**config.mk**
```make
export PLATFORM = sky130hd
export DESIGN_NAME = rpq_gf
export DESIGN_NICKNAME = d
export VERILOG_FILES = /design/src/rtl/rpq_pkg.sv /design/src/rtl/rpq_gf.sv
export SDC_FILE = /design/constraint.sdc
export NUM_CORES = 1
export LEC_CHECK = 0
export BUFFER_PORTS_ARGS = -buffer_cell sky130_fd_sc_hd__buf_4
export CAP_MARGIN = 5
export CORE_AREA = 2 2 85 87
export DETAILED_ROUTE_END_ITERATION = 16
export DIE_AREA = 0 0 87 89
export PLACE_DENSITY = 0.84
export SYNTH_ARGS = -nofsm -noshare
export SYNTH_HDL_FRONTEND = slang
export SYNTH_SLANG_ARGS = --single-unit
```
**constraint.sdc**
```tcl
create_clock -name vclk -period 1.4
set_clock_uncertainty 0.1 [all_clocks]
set_input_delay 0.07 -clock vclk [all_inputs]
set_output_delay 0.07 -clock vclk [all_outputs]
set_load 0.005 [all_outputs]
```
**src/rtl/rpq_pkg.sv**
```systemverilog
`default_nettype none
package rpq_pkg;

	// entries per parity store; a power of two, so the store index is the low position bits
	localparam int CHUNK_WORDS = 1024;
	localparam int ADDR_W      = $clog2(CHUNK_WORDS);

	localparam int POS_W       = 10;
	localparam int WORD_W      = 32;
	localparam int S_TDATA_W   = 48;   // word_position + data_word, padded to bytes
	localparam int M_TDATA_W   = 80;   // out_position + p_word + q_word, padded to bytes
	localparam int PADDR_W     = 4;
	localparam int PDATA_W     = 32;

	localparam logic [7:0]  POLY_W8_RST  = 8'd29;
	localparam logic [15:0] POLY_W16_RST = 16'd4107;
	localparam logic [31:0] POLY_W32_RST = 32'd4194311;

	typedef enum logic [1:0] {
		MODE_W8  = 2'd0,
		MODE_W16 = 2'd1,
		MODE_W32 = 2'd2
	} gf_mode_t;

	typedef enum logic [1:0] {
		REG_MODE   = 2'd0,
		REG_POLY8  = 2'd1,
		REG_POLY16 = 2'd2,
		REG_POLY32 = 2'd3
	} reg_idx_t;

	typedef struct packed {
		logic [1:0]  mode;
		logic [7:0]  poly8;
		logic [15:0] poly16;
		logic [31:0] poly32;
	} cfg_t;

endpackage
`default_nettype wire

```
**src/rtl/rpq_gf.sv**
```systemverilog
`default_nettype none
module rpq_gf (
	input  wire rpq_pkg::cfg_t               cfg,
	input  wire logic                        first,
	input  wire logic [rpq_pkg::WORD_W-1:0]  data,
	input  wire logic [rpq_pkg::WORD_W-1:0]  p_old,
	input  wire logic [rpq_pkg::WORD_W-1:0]  q_old,
	output      logic [rpq_pkg::WORD_W-1:0]  p_new,
	output      logic [rpq_pkg::WORD_W-1:0]  q_new
);

	logic [rpq_pkg::WORD_W-1:0] q_dbl;

	// multiply each packed symbol by x, reducing by the mode's polynomial
	always_comb begin
		q_dbl = '0;
		unique case (cfg.mode)
			rpq_pkg::MODE_W8: begin
				for (int k = 0; k < 4; k++) begin
					q_dbl[8*k +: 8] = {q_old[8*k +: 7], 1'b0}
						^ (q_old[8*k+7] ? cfg.poly8 : 8'd0);
				end
			end
			rpq_pkg::MODE_W16: begin
				for (int k = 0; k < 2; k++) begin
					q_dbl[16*k +: 16] = {q_old[16*k +: 15], 1'b0}
						^ (q_old[16*k+15] ? cfg.poly16 : 16'd0);
				end
			end
			default: begin
				// 32-bit symbols; the unused code 3 lands here too
				q_dbl = {q_old[30:0], 1'b0} ^ (q_old[31] ? cfg.poly32 : 32'd0);
			end
		endcase
	end

	assign p_new = first ? data : (p_old ^ data);
	assign q_new = first ? data : (q_dbl ^ data);

endmodule
`default_nettype wire
```
==> metrics.txt, run 1 <==
CP Max Fanout 8; grt ovf 0; min Tclk post-route approximately 1.5 ns; Die X around 87 um; Sw Pwr around 0.74 mW; routed vias around 4k; internal power about 1.1 mW; setup violators final 19; Clock Buffer Count 0; Routed Antenna Nets 0; HPWL after detailed placement 9.01 mm; synthesized area 0.00249 mm2; leakage power between 2 and 2.5 nW; area delta synth->final 111%; Yosys warning count 0; Core Area between 0.006 and 0.007 mm2; Peak supply drop ~0.19 mV; Clk network pwr share 0%; Ports 219; per-cell routed wire length around 19 um; worst hold margin between 0.3 and 0.4 ns; WS Path Type in2out; Final WS setup -0.127 ns; Post-CTS Hold Buffers 0; cells after synthesis approximately 360; Total Nets Final roughly 760; CP bufs+invs 3; Placer Congestion 0.854; die footprint slightly below 0.008 mm2; largest net degree at the start of global routing 29; WL final roughly 13 mm; failing checks negative setup slack; drt via density 6.00; Top Family by Delay on Critical Path buffers and inverters; drt pass-1 iters 4; vias in the first global route slightly above 4k; max-cap check violation count 0; Max Fclk 655 MHz; RSZ-0062 raised after global routing yes; Worst path slowest cell o31a_1; Vert. Die Dim 89 um; Worst Path Required 1.23 ns; Critical Path Source Type input port; global-route wire length before repair 18.8 mm; endpoints failing hold 0; seq_cells 0; final period utilization 109%; Total Routing Usage GR between 20% and 30%; Worst slew margin between 70% and 80%; Fillers roughly 450; diode count 0; switching share of total power about two fifths; share of layout cells above drive strength 1 between 50% and 60%; post-layout util 78.2%; Initial Util a little under two fifths; distinct cell type count after synthesis 36; nature of the critical path endpoint primary output; CP peak stage delay ~0.3 ns; crit-path cells buf_16 > buf_8 > and4b_1 > o31a_1 > nor3_2 > xor2_1 > buf_4; DR iter-0 viols ~210; Slew @ Worst Pin 0.411 ns; run status complete, but fails checks; DRC 0; combinational share of power between 90% and 100%; port buffer count 219; Mean Syn Cell Area slightly below 7 um2; syn_nets about 510; Cell Pwr Density around 350 mW/mm2; Hold WC Path Type in2out; Seq pwr share 0%; sequential element share of the synthesized area 0%; sequential cell area 0 um2; critical path data arrival time approximately 1.4 ns; cell row count 30; initial antenna violation count 0; Final Slew Violations 0
power groups by stage:
stage                     registers [mW]  clock network (mW)  logic [mW]
after CTS                              0                   0        1.75
after floorplan                        0                   0       0.615
after global placement                 0                   0        1.50
final                                  0                   0        1.83
after global routing                   0                   0        1.95
after detailed placement               0                   0        1.54
tightest hold or removal path, stage by stage:
cell and delay [ns]:
buf_4 0.09, xor2_1 0.05, buf_4 0.13
final cells by class:
class | instances | area [um2] | share of cell area [%]
well taps | 80 | 100 | 1.90
multi-input cells | 323 | 2750 | 52.3
inverters | 2 | 7.51 | 0.143
repair buffers | 274 | 2400 | 45.7
metrics by stage:
step | instances | power [mW] | setup slack [ns] | setup TNS (ns) | instance area [um2]
4_1_cts | 678 | 1.75 | -0.0633 | -0.304 | 5100
3_3_place_gp | 665 | 1.50 | -0.239 | -4.90 | 4480
5_1_grt | 679 | 1.95 | -0.194 | -2.25 | 5260
3_5_place_dp | 665 | 1.54 | -0.304 | -5.77 | 4480
2_1_floorplan | 357 | 0.615 | 0.102 | 0 | 2490
6_report | 679 | 1.83 | -0.127 | -0.678 | 5260
repair_timing:
action	4_1_cts	5_1_grt
setup buffers	8	2
resized for setup	82	29
setup endpoints to repair	31	31
gates cloned	6	0
pin swaps	29	26
path summary, 6_finish.rpt:
kind	from	slack (ns)	to	cells after the start
hold / removal	data[23]	0.31	q_new[23]	3
setup / recovery	cfg[57]	-0.13	q_new[6]	7
kinds of logic after synthesis:
group	count (synthesis)	synth area share [%]
simple gates	197	49.5
xor+xnor	62	21.8
mux	7	2.82
buf+inv	34	6.64
compound gates	57	19.2
placed cells by master, fill, tap and decap left out, types with 5 or more instances in the layout:
cell       synthesis  routed
buf_4              2     241
xor2_1            29      29
buf_8              0       5
and3_4             0       6
o311ai_1          13       8
nor4_1            14      10
and4b_1           14      14
nor3_2            10      13
o21ai_0            9       9
nor4bb_1          20       6
o2111ai_1          7       7
xnor2_1           33      33
buf_6              1      12
nor3_1            10       6
or3_1              6       6
nand3_1           15      13
nor2_1             8       8
buf_16             0       8
buf_12             0       8
nor4bb_2           0       5
o311ai_2           0       5
nand4_1            7       7
and3_1            15       9
nor4bb_4           0       9
nand2_1           55      54
o31a_1            14      14
cells in the mapped netlist (6+ instances only):
cell       instances  area (um2)
o31a_1            14         123
clkbuf_1          11        41.3
or3_1              6        37.5
mux2i_1            7        70.1
or4_1              8        60.1
nor3b_1            6        45.0
nor4_1            14        87.6
a311oi_1           6        52.6
nand2_1           55         206
o311ai_1          13         114
nor2_1             8        30.0
nand3_1           15        75.1
nor4bb_1          20         200
nand4_1            7        43.8
o21ai_0            9        45.0
xor2_1            29         254
xnor2_1           33         289
and3_1            15        93.8
nor3_2            10         100
o2111ai_1          7        61.3
buf_2             18        90.1
nor3_1            10        50.1
and4b_1           14         140
metal layers:
layer,track usage [%],routed length [um],vias to the layer above,part of all wire [%]
li1,-,-,1885,-
met1,33.7,4680,1937,37
met2,56.6,6850,216,54
met3,3.23,848,36,6.6
met4,11.1,386,0,3.0
met5,0,0,-,0
(Power assumes the default switching activity.)
==> run 2: changes to the inputs <==
Settings changed: CELL_PAD_IN_SITES_DETAIL_PLACEMENT from default to 0, CELL_PAD_IN_SITES_GLOBAL_PLACEMENT from default to 1, CORE_AREA 2 2 85 87 to default, CORE_ASPECT_RATIO from default to 1.2, CORE_MARGIN from default to 2, CORE_UTILIZATION from default to 25, DIE_AREA 0 0 87 89 to default, PLACE_DENSITY 0.84 to 0.9.
==> run 2 against run 1 <==
The run still ends with negative setup slack left. Design area fell by 1.6%. Power fell by 3.0%. Flip-flop and latch count did not move. Die area rose by 39%. Routed wire length fell by 6.2%. Via count fell by 4.5%. Setup slack barely moved. Global-route usage fell by 9.2 points. Count of clock-buffer cells in the layout did not move. Critical path depth rose by 1. Worst hold slack improved by 0.0036 ns. Utilization fell by 24 points. Critical endpoint is now q_new[5]. Largest cell class unchanged.
==> metrics.txt, run 2 (synthesized netlist as in run 1, its figures left out) <==
CP Max Fanout 16; critical path data arrival time 1.36 ns; global-route wire length before repair ~18 mm; Initial Util 25.9%; Routed Antenna Nets 0; die footprint 0.0108 mm2; drt pass-1 iters 4; PnR Total Power roughly 1.8 mW; largest net degree at the start of global routing 25; Worst Path Required about 1.2 ns; vias in the first global route a little under 4k; max-cap check violation count 0; drt via density 5.43; HPWL after detailed placement 9.34 mm; DRC 0; commonest non-fill, non-tap cell in the layout buf_4; WL final 12.0 mm; setup violators final 30; Die X roughly 95 um; diode count 0; Ports roughly 220; Total Routing Usage GR between 20% and 30%; cell row count 39; port buffer count 219; Clock Buffer Count 0; Finished Layout Cells between 700 and 800; Cell Pwr Density between 300 and 400 mW/mm2; DR iter-0 viols between 100 and 150; share of layout cells above drive strength 1 around 56%; Vert. Die Dim about 110 um; DP Worst Slack -0.331 ns; final period utilization 109%; min Tclk post-route around 1.5 ns; RSZ-0062 raised after global routing yes; DP Area around 0.0045 mm2; area delta synth->final 108%; most frequent cells in the layout buf_4 (245), nand2_1 (54), xnor2_1 (33), xor2_1 (29), nand3_1 (15); Post-CTS Hold Buffers 0; Placer Congestion a little under 0.8; Setup TNS -2.37 ns; per-cell routed wire length 16.7 um; worst hold margin around 0.31 ns; Final Slew Violations 0; Worst slew margin approximately 73%; routed vias between 3k and 4k; sequential cell area 0 um2; Core Area approximately 0.0096 mm2; Final Cell Area ~0.0052 mm2; failing checks negative setup slack; post-layout util between 50% and 60%; WS Path Type in2out; Final WS setup -0.127 ns; placed cells 710; grt ovf 0; initial antenna violation count 0; run status complete, but fails checks; Max Fclk around 650 MHz; seq_cells 0; nature of the critical path endpoint primary output; Hold WC Path Type in2out; endpoints failing hold 0; Peak supply drop between 0.1 and 0.15 mV; Critical Path Source Type input port; Total Nets Final 750; Slew @ Worst Pin between 0.4 and 0.5 ns; leakage power 2.35 nW
[run 2: cell count changes in the layout (fill, tap and decap cells not counted), moves of 3 or more]
cell,delta
buf_12,+3
buf_4,+4
or4_4,-4
buf_16,-7
mux2i_4,-3
buf_8,-4
buf_6,-5
or4_1,+4
mux2i_2,+4
[run 2: final cells by class]
class	instances	area, um2
fillers	890	4440
repair buffers	268	2270
multi-input cells	323	2740
inverters	2	7.51
well taps	123	154
[run 2: where the power goes]
part / leakage [nW] / total [mW] / internal [mW] / switching, mW
clock network: 0 / 0 / 0 / 0
registers: 0 / 0 / 0 / 0
logic: 2.35 / 1.78 / 1.05 / 0.726
[run 2: metal layers]
layer,vias to the layer above,part of all wire (%),global-route usage [%]
li1,1852,-,-
met1,1827,37,22.8
met2,189,52,39.7
met3,23,8.7,2.60
met4,0,2.5,5.22
met5,-,0,0
[run 2: path summary, 6_finish.rpt]
| path | from | endpoint | slack (ns) | cells past startpoint |
|---|---|---|---|---|
| max | cfg[56] | q_new[5] | -0.13 | 8 |
| min | data[24] | q_new[24] | 0.31 | 3 |
[run 2: what timing repair did]
item,4_1_cts,5_1_grt
buffers inserted,2,0
pin swaps,22,19
gates cloned,3,1
setup endpoints to repair,32,32
resized for setup,64,25
hold endpoints to repair,0,0
[run 2: worst max-delay path, cell delays in order]
cell,delay (ns)
buf_12,0.14
buf_6,0.13
nor4bb_1,0.29
buf_4,0.17
nor4_1,0.05
nor3_2,0.21
xor2_1,0.16
buf_4,0.12
==> run 3: changes to the inputs <==
Settings changed: CORE_MARGIN 2 to default.
==> run 3 against run 2 <==
The flow still finishes with violations (negative setup slack). Worst hold slack hardly changed. First-iteration DRC count grew 54%. Die area fell by 3.8%. Via count is 4.6% higher. Fmax fell by 2.3%. Cell count up 2.2%. Power up 11%. Critical path type unchanged. Largest cell class unchanged.
==> metrics.txt, run 3 (synthesized netlist as in run 1, its figures left out) <==
run status complete, but fails checks; failing checks negative setup slack; Vert. Die Dim around 110 um; share of layout cells above drive strength 1 about three fifths; diode count 0; port buffer count between 200 and 250; global-route wire length before repair between 15 and 20 mm; max-cap check violation count 0; WL final approximately 14 mm; endpoints failing hold 0; Worst slew margin roughly three quarters; Peak supply drop about 0.16 mV; Total Routing Usage GR 22.3%; Die X approximately 93 um; cell row count 39; hold path depth 3; Critical Path Source Type input port; PnR Total Power between 1.5 and 2 mW; commonest non-fill, non-tap cell in the layout buf_4; min Tclk post-route ~1.6 ns; Worst path slowest cell o31a_1; die footprint 0.0103 mm2; HPWL after detailed placement about 9.1 mm; Fillers 805; DP Area 0.00452 mm2; routed vias 4069; drt via density ~5.6; hold_sp data[27]; CP peak stage delay ~0.31 ns; launch point of the worst path cfg[56]; DR iter-0 viols between 150 and 200; Placer Congestion between 0.8 and 0.9; Final WS setup -0.163 ns; nature of the critical path endpoint primary output; Final Cell Area around 0.0057 mm2; CP Max Fanout 6; grt ovf 0; Total Nets Final 766; largest net degree at the start of global routing 25; WS Path Type in2out; setup violators final 25; Routed Antenna Nets 0; Max Fclk approximately 640 MHz; Slew @ Worst Pin 0.376 ns; leakage power roughly 2.6 nW; seq_cells 0; RSZ-0062 raised after global routing yes; per-cell routed wire length between 15 and 20 um; sequential cell area 0 um2; final period utilization 112%; Cell Pwr Density 346 mW/mm2; area delta synth->final 130%; Final Slew Violations 0; drt pass-1 iters 4; Multi-input gate area around 0.003 mm2; Initial Util ~26%; Hold WC Path Type in2out; critical path data arrival time between 1 and 1.5 ns; vias in the first global route just under 4k; Core Area slightly below 0.01 mm2; DRC 0; Worst Path Required roughly 1.2 ns; initial antenna violation count 0; post-layout util 59.4%; Ports about 220; most frequent cells in the layout buf_4 (246), nand2_1 (54), xnor2_1 (33), xor2_1 (29); crit-path cells buf_16 > buf_12 > and4b_1 > o31a_1 > nor3_2 > xor2_1 > buf_4; CP Capture Point q_new[19]; Clock Buffer Count 0
-- run 3: changes by cell type in the layout (fill, tap and decap cells not counted), moves of 5 or more --
| cell | previous run | this run |
|---|---|---|
| a311oi_2 | 6 | 1 |
| a311oi_4 | 0 | 5 |
| buf_16 | 1 | 8 |
| clkbuf_16 | 1 | 7 |
| mux2i_2 | 6 | 1 |
| mux2i_4 | 1 | 6 |
| nor4bb_4 | 10 | 15 |
-- run 3: cell type report --
| cell class | count | area share [%] |
|---|---|---|
| inverters | 2 | 0.131 |
| multi-input cells | 324 | 52.1 |
| well taps | 123 | 2.69 |
| repair buffers | 283 | 45.1 |
-- run 3: worst min path at each step --
| stage | endpoint | slack [ns] |
|---|---|---|
| finish | q_new[27] | 0.31 |
| global route | q_new[4] | 0.32 |
| CTS | q_new[27] | 0.31 |
| detailed placement | q_new[27] | 0.31 |
| global placement | q_new[19] | 0.31 |
| floorplan | q_new[16] | 0.1 |
-- run 3: power breakdown --
part | total [mW] | switching, mW | leakage [nW] | internal [mW]
registers | 0 | 0 | 0 | 0
clock network | 0 | 0 | 0 | 0
logic | 1.98 | 0.807 | 2.62 | 1.17
-- run 3: layer usage --
layer  vias to the layer above  track usage (%)  part of all wire, %
met1                      1938             25.2                   37
met2                       200             42.9                   53
met3                        33             2.61                  6.0
li1                       1898                -                    -
met4                         0             5.95                  3.6
met5                         -                0                    0
-- run 3: critical path: cells and delay by family --
family                    cells  cell delay [ns]
buffers and inverters         3             0.40
and+or+nand+nor               2             0.40
AOI/OAI and AO/OA             1             0.31
xor gates and xnor gates      1             0.20
-- run 3: metrics by stage --
| step | hold WS (ns) | setup slack, ns | instances | TNS, ns |
|---|---|---|---|---|
| 6_report | 0.314 | -0.163 | 732 | -1.09 |
| 3_3_place_gp | 0.314 | -0.353 | 710 | -5.71 |
| 5_1_grt | 0.322 | -0.232 | 732 | -2.59 |
| 4_1_cts | 0.315 | -0.0958 | 720 | -1.02 |
| 3_5_place_dp | 0.315 | -0.362 | 710 | -6.57 |
| 2_1_floorplan | 0.0954 | 0.102 | 357 | 0 |
-- run 3: repair_timing --
action                                  4_1_cts  5_1_grt
setup buffers                                 6        4
gates cloned                                  5        9
endpoints found under the setup margin       32       32
hold buffers                                  0        0
resized for setup                            96       44
pin swaps                                    40       43
