<file path="src/rtl/rpq_pkg.sv">
`default_nettype none
package rpq_pkg;

	// entries per parity store; a power of two, so the store index is the low position bits
	localparam int CHUNK_WORDS = 1024;
	localparam int ADDR_W      = $clog2(CHUNK_WORDS);

	localparam int POS_W       = 10;
	localparam int WORD_W      = 32;
	localparam int S_TDATA_W   = 48;   // word_position + data_word, padded to bytes
	localparam int M_TDATA_W   = 80;   // out_position + p_word + q_word, padded to bytes
	localparam int PADDR_W     = 4;
	localparam int PDATA_W     = 32;

	localparam logic [7:0]  POLY_W8_RST  = 8'd29;
	localparam logic [15:0] POLY_W16_RST = 16'd4107;
	localparam logic [31:0] POLY_W32_RST = 32'd4194311;

	typedef enum logic [1:0] {
		MODE_W8  = 2'd0,
		MODE_W16 = 2'd1,
		MODE_W32 = 2'd2
	} gf_mode_t;

	typedef enum logic [1:0] {
		REG_MODE   = 2'd0,
		REG_POLY8  = 2'd1,
		REG_POLY16 = 2'd2,
		REG_POLY32 = 2'd3
	} reg_idx_t;

	typedef struct packed {
		logic [1:0]  mode;
		logic [7:0]  poly8;
		logic [15:0] poly16;
		logic [31:0] poly32;
	} cfg_t;

endpackage
`default_nettype wire

</file>
<file path="src/rtl/rpq_cfg.sv">
`default_nettype none
module rpq_cfg (
	input  wire logic                         clk,
	input  wire logic                         arst_n,
	input  wire logic                         psel,
	input  wire logic                         penable,
	input  wire logic                         pwrite,
	input  wire logic [rpq_pkg::PADDR_W-1:0]  paddr,
	input  wire logic [rpq_pkg::PDATA_W-1:0]  pwdata,
	output      logic [rpq_pkg::PDATA_W-1:0]  prdata,
	output      logic                         pready,
	output      rpq_pkg::cfg_t                cfg
);

	rpq_pkg::cfg_t     cfg_q;
	rpq_pkg::reg_idx_t idx;
	logic              wr;

	assign pready = 1'b1;
	assign idx    = rpq_pkg::reg_idx_t'(paddr[3:2]);
	assign wr     = psel && penable && pwrite && pready;
	assign cfg    = cfg_q;

	always_ff @(posedge clk or negedge arst_n) begin
		if (!arst_n) begin
			cfg_q.mode   <= rpq_pkg::MODE_W8;
			cfg_q.poly8  <= rpq_pkg::POLY_W8_RST;
			cfg_q.poly16 <= rpq_pkg::POLY_W16_RST;
			cfg_q.poly32 <= rpq_pkg::POLY_W32_RST;
		end else if (wr) begin
			unique case (idx)
				rpq_pkg::REG_MODE:   cfg_q.mode   <= pwdata[1:0];
				rpq_pkg::REG_POLY8:  cfg_q.poly8  <= pwdata[7:0];
				rpq_pkg::REG_POLY16: cfg_q.poly16 <= pwdata[15:0];
				rpq_pkg::REG_POLY32: cfg_q.poly32 <= pwdata;
				default: ;
			endcase
		end
	end

	always_comb begin
		unique case (idx)
			rpq_pkg::REG_MODE:   prdata = {30'd0, cfg_q.mode};
			rpq_pkg::REG_POLY8:  prdata = {24'd0, cfg_q.poly8};
			rpq_pkg::REG_POLY16: prdata = {16'd0, cfg_q.poly16};
			rpq_pkg::REG_POLY32: prdata = cfg_q.poly32;
			default:             prdata = '0;
		endcase
	end

endmodule
`default_nettype wire

</file>
<file path="config.mk">
export PLATFORM = sky130hd
export DESIGN_NAME = rpq_cfg
export DESIGN_NICKNAME = d
export VERILOG_FILES = /design/src/rtl/rpq_pkg.sv /design/src/rtl/rpq_cfg.sv
export SDC_FILE = /design/constraint.sdc
export NUM_CORES = 1
export LEC_CHECK = 0
export BUFFER_PORTS_ARGS = -buffer_cell sky130_fd_sc_hd__buf_2
export CAP_MARGIN = 20
export CORE_ASPECT_RATIO = 0.8
export CORE_UTILIZATION = 49
export CTS_CLUSTER_SIZE = 10
export DETAILED_ROUTE_END_ITERATION = 7
export PLACE_DENSITY = 0.84
export SLEW_MARGIN = 30
export SYNTH_ARGS = -nofsm -noshare
export SYNTH_HDL_FRONTEND = slang
export SYNTH_SLANG_ARGS = --single-unit
</file>
<file path="constraint.sdc">
create_clock -name clk -period 4.4 [get_ports clk]
set_input_delay 1.32 -clock clk [delete_from_list [all_inputs] [get_ports clk]]
set_output_delay 1.32 -clock clk [all_outputs]
set_load 0.01 [all_outputs]
</file>
==> metrics.md, run 1 <==
| Metric | Value |
|---|---|
| Status | `complete, no violations` |
| Ports | `132` |
| P_sw | `0.512 mW` |
| Post-route setup TNS | `0 ns` |
| Mapped Cells | `around 180` |
| Number of fill cells | `381` |
| GP Congestion | `between 0.7 and 0.8` |
| CTS buffer count | `9` |
| WL final | `5.95 mm` |
| Core area | `0.00515 mm²` |
| Worst EP required | `3.08 ns` |
| Max FFs per register | `58` |
| Crit Path Class | `primary input to output pin` |
| Mapped Area | `0.00270 mm²` |
| All-Layer GR Usage | `a little over a fifth` |
| # Post-CTS Setup Buffers | `0` |
| Layout cells sized above 1 | `71.7%` |
| Initial core utilization | `52.5%` |
| IO buf count | `128` |
| Design Power | `about 1.8 mW` |
| Fin worst setup slack | `0.657 ns` |
| Final Util | `69.6%` |
| H-tree levels | `3` |
| Largest net degree at the start of global routing | `42` |
| Placed inst area | `0.00336 mm²` |
| Routed len/inst | `15.7 µm` |
| Layout Nets | `around 350` |
| CTS max path bufs | `2` |
| Initial antenna violation count | `0` |
| Syn nets | `225` |
| Placed cell count | `between 300 and 400` |
| Pwr Density | `around 500 mW/mm²` |
| Relative slew slack | `35.7%` |
| Slew Limit Fails | `0` |
| Seq/Total Area, Yosys | `54.3%` |
| Clock Latency Late Sink | `0.32 ns` |
| Worst Clk Skew | `0 ns` |
| Leakage | `roughly 1.9 nW` |
| Final HPWL DP | `4.31 mm` |
| Ant diodes | `0` |
| DRT iter0 DRCs | `79` |
| Die ar. | `~0.0058 mm²` |
| Clock share of power | `29.7%` |
| Final Hold Violating Endpoints | `0` |
| Sw frac | `around 29%` |
| Post-cts resize count | `0` |
| F_max | `approximately 270 MHz` |
| Final Non-Filler Cells | `380` |
| Cell area after layout | `0.00358 mm²` |
| Vias in the first global route | `1788` |
| Max Cap Viol | `0` |
| Wire length of the first global-routing pass | `9.14 mm` |
| RSZ-0062 raised after global routing | `no` |
| Via Count | `1965` |
| Crit-path max FO | `20` |
| Crit share post-route | `between 80% and 90%` |
| Row count | `23` |
| DP Worst Slack | `0.635 ns` |
| Clock Pin Slew Worst Setup and Hold Paths | `0.06 ns` |
| Tightest Pin Transition | `about 0.96 ns` |
| DRC | `0` |
| Flop pwr share | `between 40% and 50%` |
| Final setup fails | `0` |
| Syn. warnings | `0` |
| Clock sinks | `58` |
| Min Clock Period, post-route | `3.74 ns` |
| Worst vdd ir | `0.000294 V` |
| Seq cells post-synth | `58` |
| Internal | `1.28 mW` |
| Die height | `68.4 µm` |
| Setup slack, reg-to-reg | `3.61 ns` |
| Die W | `85.0 µm` |
| Hold WS | `0.529 ns` |
| Startpoint Class | `primary input` |
| Distinct cells, synth | `21` |
| Detailed-route vias per instance | `between 5 and 6` |
| TritonRoute pass-1 iters | `4` |
| Hold Path Class | `register to register` |
| Combinational Power Share | `27.3%` |
| Hold-fix buffers, CTS | `0` |
| Root Buffer | `clkbuf_8` |
| DRT antenna net count | `0` |
| Syn-to-layout area delta | `32.6%` |
| Avg Cell Area, Syn | `around 15 µm²` |
| Critical path arrival | `2.42 ns` |
| Crit. End Element | `output pin` |
| CTS tree | `done` |
| Gr ovfl total | `0` |
## critical path, cell delays in order
cell and delay, ns:
buf_2 0.36, buf_4 0.31, mux2i_1 0.21, nor2b_1 0.06
buf_2 0.13
## power by group through the flow
stage,clock network [mW],registers [mW],logic [mW]
after global placement,0,0.770,0.481
after detailed placement,0,0.778,0.494
after CTS,0.546,0.770,0.496
after global routing,0.576,0.790,0.531
after floorplan,0,0.825,0.219
final,0.532,0.770,0.489
## synth_stat cells
master	number	share of area, %
nor3_1	1	0.19
nor2b_1	9	2.1
buf_4	2	0.56
mux4_2	2	1.7
nor2_1	1	0.14
buf_6	2	0.83
dfstp_2	12	12
a22o_1	6	1.9
dfrtp_1	46	43
buf_2	4	0.74
mux2_2	54	22
nand2_1	1	0.14
nor3b_2	1	0.46
or3b_1	1	0.32
conb_1	1	0.14
clkbuf_1	5	0.69
and3_1	16	3.7
buf_12	1	0.74
nand3_2	1	0.37
mux2_4	10	5.6
mux2i_1	8	3.0
## routing by layer
layer,vias to the layer above,GRT usage [%],wire [µm]
met4,0,6.36,51
met1,965,27.1,2550
met3,5,6.88,370
li1,920,-,-
met5,-,0,0
met2,75,35.4,2980
## layout make-up
class	instances	area, µm²	area share (%)
well taps	62	77.6	2.16
repair buffers	132	673	18.8
multi-input cells	112	1150	32.0
clock inverters	5	77.6	2.16
flip-flops and latches	58	1470	40.9
clock buffers	11	141	3.95
## worst paths after layout
path                       startpoint         end  depth (start not counted)
min in group asynchronous      arst_n     cfg[28]                          1
max in group asynchronous      arst_n     cfg[52]                          2
hold reg to reg               cfg[21]     cfg[21]                          1
setup / recovery             paddr[2]  prdata[12]                          5
hold / removal                cfg[21]     cfg[21]                          1
setup reg to reg              cfg[30]     cfg[30]                          1
## logic make-up (layout without fill, tap and decap cells)
logic type | count (synthesis) | after routing | share of synthesized area [%]
other | 1 | 1 | 0.139
buffers and inverters | 14 | 148 | 3.56
AOI/OAI and AO/OA | 6 | 6 | 1.94
and+or+nand+nor | 31 | 31 | 7.41
DFF | 58 | 58 | 54.3
muxes | 74 | 74 | 32.7
## cells in the final DEF, fill, tap and decap left out, drive strengths merged, types with 2 or more instances in the layout
cell type / instances
clkbuf: 11
buf: 132
clkinv: 2
mux4: 2
dfrtp: 46
and3: 16
mux2i: 8
bufinv: 2
nor2b: 9
mux2: 64
dfstp: 12
a22o: 6
Power figures use the tool's default switching activity.
==> run 2: changes to the inputs <==
Settings changed: PLACE_DENSITY 0.84 to 0.94.
==> run 2 against run 1 <==
Compared with the run above:
- die area unchanged
- non-clock buffer count grew 1
- clock power down 4.7%
- critical path depth decreased by 1
- fmax fell by 3.1%
- largest cell class unchanged
- global-route usage grew 1.3 points
- hold slack worse by 0.0045 ns
- via count rose by 0.71%
- highest routed layer unchanged
==> metrics.md, run 2 (same netlist as run 1, synthesis figures left out) <==
| Metric | Value |
|---|---|
| Row count | `23 (unchanged)` |
| Relative slew slack | `36.2% (+0.45 points)` |
| Hold-fix buffers, CTS | `0 (unchanged)` |
| Max Cap Viol | `0 (unchanged)` |
| Tightest Pin Transition | `0.957 ns (-0.00673 ns)` |
| Most common cell on crit path | `buf_2` |
| WL final | `6.11 mm (+2.7%)` |
| Vias in the first global route | `2013 (+13%)` |
| Worst Clk Skew | `0 ns (unchanged)` |
| All-Layer GR Usage | `22.6% (+1.3 points)` |
| Initial core utilization | `52.5% (unchanged)` |
| Crit-path max FO | `25 (+25%)` |
| Max stage delay on crit path | `0.50 ns (+0.14 ns)` |
| Final Hold Violating Endpoints | `0 (unchanged)` |
| Ports | `132 (unchanged)` |
| Syn-to-layout area delta | `32.5%` |
| Worst EP required | `3.08 ns (about the same)` |
| Design Power | `1.77 mW (-1.0%)` |
| Commonest non-fill, non-tap cell in the layout | `buf_2` |
| Startpoint Class | `primary input` |
| Initial antenna violation count | `0 (unchanged)` |
| GP Congestion | `0.705 (-3.4%)` |
| Placed inst area | `0.00337 mm² (+0.30%)` |
| H-tree levels | `3 (unchanged)` |
| R2r startpoint | `cfg[39]` |
| Die height | `68.4 µm (unchanged)` |
| Layout Nets | `355 (+0.28%)` |
| CTS max path bufs | `2 (unchanged)` |
| R2r worst-path depth | `1 (unchanged)` |
| Commonest cells after routing, fill and taps aside | `127 x buf_2, 54 x mux2_2, 46 x dfrtp_1` |
| Setup slack, reg-to-reg | `3.61 ns (about the same)` |
| Hold WS | `0.525 ns (-0.00452 ns)` |
| Detailed-route vias per instance | `5.19 (+0.45%)` |
| Status | `complete, no violations` |
| Footprint of the multi-input gates | `0.00115 mm² (unchanged)` |
| Wire length of the first global-routing pass | `9.72 mm (+6.3%)` |
| Clock Latency Late Sink | `0.33 ns (about the same)` |
| CP cell instances | `buf_2 > nor2b_1 > a22o_1 > buf_2` |
| # Post-CTS Setup Buffers | `0 (unchanged)` |
| FF-to-FF End | `cfg[39]` |
| Ant diodes | `0 (unchanged)` |
| Worst vdd ir | `0.000280 V (-4.8%)` |
| Final Util | `69.5% (-0.073 points)` |
| CTS buffer count | `9 (unchanged)` |
| TritonRoute pass-1 iters | `4 (unchanged)` |
| Pwr Density | `495 mW/mm² (-0.91%)` |
| Min Clock Period, post-route | `3.86 ns (+0.119 ns)` |
| Post-cts resize count | `0 (unchanged)` |
| Final HPWL DP | `4.33 mm (+0.39%)` |
| Crit share post-route | `87.8% (+2.7 points)` |
| Hold Path Class | `register to register` |
| IO buf count | `128 (unchanged)` |
| RSZ-0062 raised after global routing | `no` |
| Reg area | `0.00147 mm² (unchanged)` |
| Critical-path top delay cell | `nor2b_1` |
| Critical path arrival | `2.54 ns (+0.12 ns)` |
| Largest net degree at the start of global routing | `53 (+26%)` |
| Root Buffer | `clkbuf_8` |
| Post-route setup TNS | `0 ns (unchanged)` |
| Leakage | `1.91 nW (+0.11%)` |
| Crit. End Element | `output pin` |
| Max FFs per register | `58 (unchanged)` |
| Cell area after layout | `0.00358 mm² (-0.10%)` |
| Slew Limit Fails | `0 (unchanged)` |
| Delay-heaviest family, CP | `simple AND/OR/NAND/NOR gates` |
| CTS tree | `done` |
| CP startpoint | `paddr[3]` |
| Clock sinks | `58 (unchanged)` |
| F_max | `259 MHz (-3.1%)` |
| Number of fill cells | `397 (+4.2%)` |
| Routed len/inst | `16.0 µm (+2.4%)` |
| Final setup fails | `0 (unchanged)` |
| Core area | `0.00515 mm² (unchanged)` |
| Crit path to | `prdata[5]` |
| DRT antenna net count | `0 (unchanged)` |
| Clock Pin Slew Worst Setup and Hold Paths | `0.06 ns (about the same)` |
| CP bufs+invs | `2 (-1)` |
| Crit. path cell count | `4 (-1)` |
| Gr ovfl total | `0 (unchanged)` |
| Via Count | `1979 (+0.71%)` |
| Die W | `85.0 µm (unchanged)` |
| Layout cells sized above 1 | `71.5% (-0.22 points)` |
| DRT iter0 DRCs | `102 (+29%)` |
| DRC | `0 (unchanged)` |
| Crit Path Class | `primary input to output pin` |
| Die ar. | `0.00582 mm² (unchanged)` |
[run 2: cell types whose count changed in the layout (fill, tap and decap cells not counted)]
| cell | before | now |
|---|---|---|
| clkbuf_1 | 1 | 2 |
| clkinvlp_4 | 1 | 0 |
| clkinv_2 | 2 | 1 |
| bufinv_16 | 2 | 1 |
| buf_4 | 5 | 6 |
| clkbuf_8 | 10 | 12 |
[run 2: area by class of cell]
class,instances,share of cell area (%)
Clock inverter,2,0.979
Tap cell,62,2.17
Sequential cell,58,41.0
Multi-Input combinational cell,112,32.1
Timing Repair Buffer,133,19.0
Clock buffer,14,4.82
[run 2: how the worst min path moves through the flow]
stage,endpoint,startpoint,cells past startpoint,slack (ns)
after floorplan,cfg[31],cfg[31],1,0.57
after CTS,cfg[18],cfg[18],1,0.52
final,cfg[18],cfg[18],1,0.52
after global placement,cfg[27],cfg[27],1,0.50
after global routing,cfg[16],cfg[16],1,0.55
after detailed placement,cfg[18],cfg[18],1,0.51
[run 2: power by group]
group | total (mW) | switching (mW) | internal [mW]
Sequential | 0.770 | 0.0924 | 0.678
Combinational | 0.495 | 0.226 | 0.269
Clock | 0.507 | 0.200 | 0.307
Total | 1.77 | 0.518 | 1.25
[run 2: layer usage]
metal	routed length, µm	GRT usage [%]	share of wire, %	vias up
li1	-	-	-	915
met1	2700	26.0	44	972
met2	2930	39.9	48	79
met3	361	6.88	5.9	13
met4	116	9.75	1.9	0
met5	0	0	0	-
[run 2: stage by stage]
step | worst slack (ns) | instances
4_1_cts | 0.544 | 381
3_3_place_gp | 0.585 | 365
2_1_floorplan | 0.853 | 184
6_report | 0.538 | 381
3_5_place_dp | 0.577 | 365
5_1_grt | 0.441 | 381
==> run 3: changes to the inputs <==
--- a/config.mk
+++ b/config.mk
@@ -8,3 +8,2 @@
 export BUFFER_PORTS_ARGS = -buffer_cell sky130_fd_sc_hd__buf_2
-export CAP_MARGIN = 20
 export CORE_ASPECT_RATIO = 0.8
--- a/constraint.sdc
+++ b/constraint.sdc
@@ -3,2 +3,2 @@
 set_output_delay 1.32 -clock clk [all_outputs]
-set_load 0.01 [all_outputs]
+set_load 0.05 [all_outputs]
==> run 3 against run 2 <==
Compared with the run above:
- register-to-register slack got worse by 0.02 ns
- cell area decreased by 0.28%
- non-clock buffer count decreased by 1
- clock skew unchanged
- power increased by 28%
- sequential power about the same
- routed wire length increased by 1.3%
- critical path depth unchanged
- worst setup slack got worse by 0.19 ns
- flip-flop and latch count unchanged
- cell count decreased by 0.26%
- clock-buffer cell count decreased by 2
- highest routed layer unchanged
- critical path type unchanged
==> metrics.md, run 3 (same netlist as run 1, synthesis figures left out) <==
| Metric | Value |
|---|---|
| Status | `complete, no violations` |
| Routed len/inst | `16.3 µm (+1.5%)` |
| Hold-fix buffers, CTS | `0 (unchanged)` |
| Slew Limit Fails | `0 (unchanged)` |
| Final setup fails | `0 (unchanged)` |
| R2r startpoint | `cfg[38]` |
| Row count | `23 (unchanged)` |
| Crit-path max FO | `24 (-4.0%)` |
| Layout Nets | `354 (-0.28%)` |
| Wire length of the first global-routing pass | `9.67 mm (-0.50%)` |
| Placed cell count | `364 (-0.27%)` |
| Min Clock Period, post-route | `4.05 ns (+0.193 ns)` |
| Commonest non-fill, non-tap cell in the layout | `buf_2` |
| # Post-CTS Setup Buffers | `0 (unchanged)` |
| Setup slack, reg-to-reg | `3.59 ns (-0.02 ns)` |
| Clock sinks | `58 (unchanged)` |
| Hold Path Class | `register to register` |
| DRC | `0 (unchanged)` |
| Clock Pin Slew Worst Setup and Hold Paths | `0.06 ns (about the same)` |
| Delay-heaviest family, CP | `buffers and inverters` |
| Tightest Pin Transition | `0.959 ns (+0.00167 ns)` |
| H-tree levels | `3 (unchanged)` |
| Crit Path Class | `primary input to output pin` |
| Final HPWL DP | `4.36 mm (+0.78%)` |
| Post-route setup TNS | `0 ns (unchanged)` |
| Final Hold Violating Endpoints | `0 (unchanged)` |
| RSZ-0062 raised after global routing | `no` |
| Pwr Density | `637 mW/mm² (+29%)` |
| Layout cells sized above 1 | `71.7% (+0.22 points)` |
| Ant diodes | `0 (unchanged)` |
| CTS buffer count | `9 (unchanged)` |
| F_max | `247 MHz (-4.8%)` |
| TritonRoute pass-1 iters | `4 (unchanged)` |
| Crit path to | `prdata[2]` |
| GP Congestion | `0.695 (-1.4%)` |
| Crit. path cell count | `4 (unchanged)` |
| Footprint of the multi-input gates | `0.00115 mm² (unchanged)` |
| Largest net degree at the start of global routing | `40 (-25%)` |
| Worst EP required | `3.08 ns (about the same)` |
| Most common cell on crit path | `buf_2` |
| All-Layer GR Usage | `22.5% (-0.066 points)` |
| Startpoint Class | `primary input` |
| CP bufs+invs | `2 (unchanged)` |
| Max Cap Viol | `0 (unchanged)` |
| FF-to-FF End | `cfg[38]` |
| CTS max path bufs | `2 (unchanged)` |
| Crit. End Element | `output pin` |
| Final Non-Filler Cells | `380 (-0.26%)` |
| WL final | `6.19 mm (+1.3%)` |
| Core area | `0.00515 mm² (unchanged)` |
| Relative slew slack | `36.1% (-0.11 points)` |
| Commonest cells after routing, fill and taps aside | `127 x buf_2, 54 x mux2_2, 46 x dfrtp_1` |
| Die W | `85.0 µm (unchanged)` |
| Syn-to-layout area delta | `32.1%` |
| Worst vdd ir | `0.000329 V (+18%)` |
| Gr ovfl total | `0 (unchanged)` |
| Via Count | `2021 (+2.1%)` |
| Critical path arrival | `2.73 ns (+0.19 ns)` |
| Clock Latency Late Sink | `0.32 ns (about the same)` |
| Worst Clk Skew | `0 ns (unchanged)` |
| Reg area | `0.00147 mm² (unchanged)` |
| CP startpoint | `paddr[3]` |
| Critical-path top delay cell | `nor2b_1` |
| Leakage | `1.90 nW (-0.67%)` |
| Post-cts resize count | `0 (unchanged)` |
| Detailed-route vias per instance | `5.32 (+2.4%)` |
| Max stage delay on crit path | `0.56 ns (+0.06 ns)` |
| Die height | `68.4 µm (unchanged)` |
| IO buf count | `128 (unchanged)` |
| Crit share post-route | `92.2% (+4.4 points)` |
| CTS tree | `done` |
| CP cell instances | `buf_2 > nor2b_1 > a22o_1 > buf_2` |
| Root Buffer | `clkbuf_8` |
| Vias in the first global route | `1909 (-5.2%)` |
| Number of fill cells | `403 (+1.5%)` |
| R2r worst-path depth | `1 (unchanged)` |
| DRT antenna net count | `0 (unchanged)` |
| DRT iter0 DRCs | `43 (-58%)` |
| Max FFs per register | `58 (unchanged)` |
| Initial antenna violation count | `0 (unchanged)` |
| Die ar. | `0.00582 mm² (unchanged)` |
| Initial core utilization | `52.5% (unchanged)` |
| Ports | `132 (unchanged)` |
==> run 3: changes by cell type in the layout (fill, tap and decap cells not counted) <==
cell	change
clkbuf_8	-1
clkbuf_1	-1
clkinvlp_4	+2
buf_4	-1
==> run 3: cell type report <==
cell class,instances,share of cell area [%]
sequential,58,41.1
tap,62,2.17
timing repair buffer,132,18.9
clock inverter,4,1.40
clock buffer,12,4.35
multi-input combinational,112,32.1
==> run 3: per-layer routing <==
layer	part of all wire (%)	vias up	track usage (%)	wire length (µm)
li1	-	918	-	-
met1	43	1016	27.0	2680
met2	50	80	39.3	3090
met3	5.9	7	7.36	364
met4	0.84	0	6.78	52
met5	0	-	0	0
==> run 3: worst min path at each step <==
stage | startpoint | to | slack [ns] | cells after the start
final | cfg[27] | cfg[27] | 0.52 | 1
after global routing | cfg[24] | cfg[24] | 0.55 | 1
after CTS | cfg[19] | cfg[19] | 0.52 | 1
after detailed placement | cfg[19] | cfg[19] | 0.51 | 1
after global placement | cfg[27] | cfg[27] | 0.50 | 1
after floorplan | cfg[35] | cfg[35] | 0.73 | 1
==> run 3: report_power, final <==
group / switching [mW] / leakage [nW] / internal [mW] / total [mW]
sequential: 0.0935 / 0.690 / 0.678 / 0.771
clock: 0.202 / 0.0986 / 0.291 / 0.493
combinational: 0.737 / 1.11 / 0.271 / 1.01
total: 1.03 / 1.90 / 1.24 / 2.27
==> run 3: metrics by stage <==
stage	setup WS, ns	hold slack (ns)	total power [mW]	util, %	cell area (µm²)
after floorplan	0.439	0.729	1.55	-	2700
after global placement	0.403	0.499	1.76	65.3	3360
after detailed placement	0.382	0.508	1.79	65.3	3360
after CTS	0.380	0.521	2.29	69.2	3570
after global routing	0.282	0.547	2.37	69.3	3570
final	0.345	0.523	2.27	69.3	3570
